==> src/hdl/sia_ram.sv <==
// Generic simple dual port RAM (one write port, one read port) with registered read.
module sia_ram #(
    parameter int Width = 8,
    parameter int Depth = 16
) (
    input  logic                     i_clk,
    input  logic                     i_we,
    input  logic [$clog2(Depth)-1:0] i_waddr,
    input  logic [Width-1:0]         i_wdata,
    input  logic [$clog2(Depth)-1:0] i_raddr,
    output logic [Width-1:0]         o_rdata
);
    logic [Width-1:0] r_mem [Depth];

    always_ff @(posedge i_clk) begin
        if (i_we) begin
            r_mem[i_waddr] <= i_wdata;
        end
        o_rdata <= r_mem[i_raddr];
    end
endmodule

==> config.mk <==
export PLATFORM = sky130hd
export DESIGN_NAME = sia_ram
export DESIGN_NICKNAME = d
export VERILOG_FILES = /design/src/hdl/sia_ram.sv
export SDC_FILE = /design/constraint.sdc
export NUM_CORES = 1
export LEC_CHECK = 0
export ABC_AREA = 1
export BUFFER_PORTS_ARGS = -buffer_cell sky130_fd_sc_hd__buf_2
export CAP_MARGIN = 20
export CORE_MARGIN = 3
export CORE_UTILIZATION = 45
export CTS_CLUSTER_DIAMETER = 200
export DETAILED_ROUTE_END_ITERATION = 8
export GPL_TIMING_DRIVEN = 0
export HOLD_SLACK_MARGIN = 0.02
export PLACE_DENSITY_LB_ADDON = 0.12
export SYNTH_ARGS = -nofsm -noshare
export SYNTH_HDL_FRONTEND = slang
export SYNTH_SLANG_ARGS = --single-unit
==> constraint.sdc <==
create_clock -name i_clk -period 1.2 [get_ports i_clk]
set_input_delay 0.18 -clock i_clk [delete_from_list [all_inputs] [get_ports i_clk]]
set_output_delay 0.18 -clock i_clk [all_outputs]
set_load 0.05 [all_outputs]
# Word-level counts from Yosys, hierarchy flattened
# Memories as Yosys holds them, arrays and structs flattened. A register that Yosys moved wholly into a read port is not among the register bits.
# Cells that the tools add are included.
[op_classes] muxes=2
[op_table] op="two-way mux 1 bit" n=2
[totals] ff_bits=0 ram_bits=128 output_inout_bits=8 wordCells=3 memories=1
[memory_table] memory="r_mem" words=16 word_bits=8 rd=1 rd_clocked_by_memory_dff=1 write_ports=1 line="13" source="logic [Width-1:0] r_mem [Depth];"

# Logic depth before layout (Yosys ltp)
[logic_depth] ltp_word=2 depth_mapped=8 ltp_nobuf=7

# Worst setup path after synthesis
# OpenSTA, ideal clock, no wires.
[synth_timing] path_kind="input port to flip-flop" from="in i_waddr[3]" to="mem r_mem[4][0] (enable)" setup_time_ns=0.370 arrival_ns=0.761 path_slack_ns=0.069 path_stages=2 n_path_buf=0 path_cell_list="nand3b_1 > nor2_1"
[synth_lines] item="from (decl)" line="8" source="input logic [$clog2(Depth)-1:0] i_waddr,"
[synth_lines] item="to (decl)" line="13"
# No word-level cell before the write port.

# Worst setup path after layout
[layout_timing] from="in i_waddr[3]" to="mem r_mem[6][0] (enable)"
# No word-level cell before the write port.

==> metrics.md <==
| Metric | Value |
|---|---|
| Final ANT Viol Nets | 0 |
| Crit Path Class | in2reg |
| Synth area leaders | edfxtp_1 67%, nand2_1 11%, nand3_1 8.4% |
| FF-to-FF End | o_rdata[5] |
| Setup violators final | 32 |
| Ys Warns | 0 |
| Status | finished with violations |
| Root Driver | clkbuf_16 |
| Die Wd | 119 um |
| Reg2reg start | r_mem[10][5] |
| Violated checks | setup timing |
| EDFF count, synth | 128 |
| Final Cycle Share | 1.06 |
| Dpl hpwl | 9.32 mm |
| Max stage delay on crit path | 0.77 ns |
| Max-slew violations | 0 |
| Commonest cells post-synth | 173 x nand2_1, 128 x edfxtp_1, 100 x inv_1 |
| Die Y | 119 um |
| CP delay by family, top | simple AND/OR/NAND/NOR gates |
| DR pass1 iterations | 5 |
| Routed len/inst | 18.4 um |
| Fin area | ~6700 um^2 |
| Most common cell in the netlist | nand2_1 |
| Nets | 610 |
| R2R cell count | 6 |
| Slew headroom | 0.359 |
| Final Worst Setup Slack | -0.0675 ns |
| Bufs on Longest Clock Path | 2 |
| Gr ovfl total | 0 |
| Initial antenna violation count | 0 |
| Syn_area_per_cell | 10.5 um^2 |
| Core ar. | 12300 um^2 |
| HP Start | i_wdata[2] |
| Crit end category | register |
| RSZ-0062 raised after global routing | yes |
| Largest net degree at the start of global routing | 17 |
| Setup_tns | -1.04 ns |
| Area Growth Syn to Fin | 15.7% |
| Syn Std Cell Area | 5770 um^2 |
| WHS | 0.158 ns |
| Share of the synthesized area in the top cell type | 0.667 |
| FF-to-FF setup slack | between 0.15 and 0.2 ns |
| WP data required | 1.24 ns |
| DR DRC count | 0 |
| Initial Util | 0.470 |
| Leak Pwr | 2.89 nW |
| Die area | 14200 um^2 |
| Crit-path cells | buf_2 -> nand3b_1 -> nor2_1 |
| DRT iter0 DRCs | 361 |
| Clk slew on worst S/H paths | 0.06 ns |
| CTS sink cnt | 136 |
| Clock Skews | 0.0106 ns |
| Synth Register Bits | 136 |
| Async S/R FF share, synth | 0 |
| Maximum VDD drop | 881 uV |
| Unique masters post-synth | 12 |
| Critical path startpoint | i_waddr[3] |
| # IOs | 26 |
| Fraction of layout cells with a size suffix above 1 | 0.136 |
| Hold endpoint | r_mem[13][2] |
| Peak Freq | just under 800 MHz |
| Max-cap viol count | 0 |
| CP bufs+invs | 1 |
| Fin. Hold Viols | 0 |
| Vias in the first global route | 3726 |
| Fin crit period | 1.27 ns |
| Filler cell count | roughly 1100 |
| Post-Route Utilization | 0.544 |
| Cells after Synth | 551 |
| Yosys top cell by area | edfxtp_1 |
| CP max stage cell | nor2_1 |
| Power per cell area | 1670 nW/um^2 |
| Final cell count without fillers | 773 |
| Worst-path maximum fanout | 8 |
| Placed Area | 6090 um^2 |
| Worst-margin pin slew | 0.959 ns |
| Postcts setup bufs | 0 |
| I/O Buffers | 22 |
| Arrival @ worst endpoint | 1.31 ns |
| Clk_lat worst skew | 0.43 ns |
| Place WS | -0.505 ns |
| Worst setup SP type | primary input |
| Total CTS buffers | 17 |
| Routed vias | slightly below 4000 |
| Routed WL | 14.2 mm |
| Placer Congestion | 0.847 |
| Net count after synthesis | roughly 570 |
| DP Cell Count | 741 |
| CTS tree | done |
| Via density | 4.98 |
| Power after layout | 11.1 mW |
| Hold Path Class | in2reg |
| H-tree depth | 4 |
| Top_reg_cell synth | edfxtp_1 |
| First-pass GRT wire length | 22.0 mm |
| GRT Total Usage | 0.215 |
| Worst Hold Depth | 1 |
| Seq/Total Area, Yosys | 0.694 |
| FP Rows | 40 |
| Ant diodes | 0 |
placed cells by master (no fill, tap or decap):
cell type / instances
nand2_1: 173
edfxtp_1: 128
inv_1: 100
nand3_1: 97
buf_2: 34
clkbuf_16: 17
nor2_1: 10
dfxtp_1: 8
nor2_2: 7
buf_6: 6
clkinv_2: 6
buf_4: 4
clkbuf_1: 3
inv_2: 2
nand3b_1: 2
bufinv_16: 2
clkbuf_8: 2
buf_1: 1
clkinvlp_4: 1
clkinv_1: 1
clkbuf_4: 1
flip-flops by register name, summed over array words and instances (netlist names):
name / cells
r_mem: 128
o_rdata: 8
report_power, final:
group          switching [mW]  internal (mW)  total [mW]  leakage [nW]
clock network            1.85           3.13        4.98         0.281
logic                   0.595          0.207       0.802          1.39
registers              0.0257           5.31        5.34          1.22
layout make-up:
class	count	area (um^2)	area share
clock inverters	10	101	0.0152
repair buffers	22	113	0.0169
inverters	102	383	0.0574
plain buffers	24	166	0.0249
multi-input cells	289	1230	0.185
clock buffers	22	464	0.0696
well taps	168	210	0.0315
flip-flops and latches	136	4000	0.600
worst max path at each step:
stage / cells after the start / to
after floorplan: 2 / r_mem[4][0]
after global placement: 3 / r_mem[7][5]
after detailed placement: 3 / r_mem[7][5]
after CTS: 3 / r_mem[7][5]
after global routing: 3 / r_mem[6][5]
final: 3 / r_mem[6][0]
metal layers:
metal / vias up / routed length, um / share of wire / global-route usage
met5: - / 0 / 0 / 0
met4: 0 / 320 / 0.023 / 0.0883
met3: 26 / 1080 / 0.076 / 0.0532
met2: 142 / 6580 / 0.46 / 0.327
met1: 1829 / 6210 / 0.44 / 0.296
li1: 1855 / - / - / -
cells by family after synthesis:
kind of cell / count (synthesis) / synth area share
AND/OR/NAND/NOR: 289 / 0.210
flip-flops: 136 / 0.694
buffers and inverters: 126 / 0.0952
what timing repair did:
action	in CTS	in global routing
resized for setup	2	6
hold endpoints to repair	0	0
hold buffers	0	0
endpoints found under the setup margin	48	57
Power figures use the tool's default switching activity.
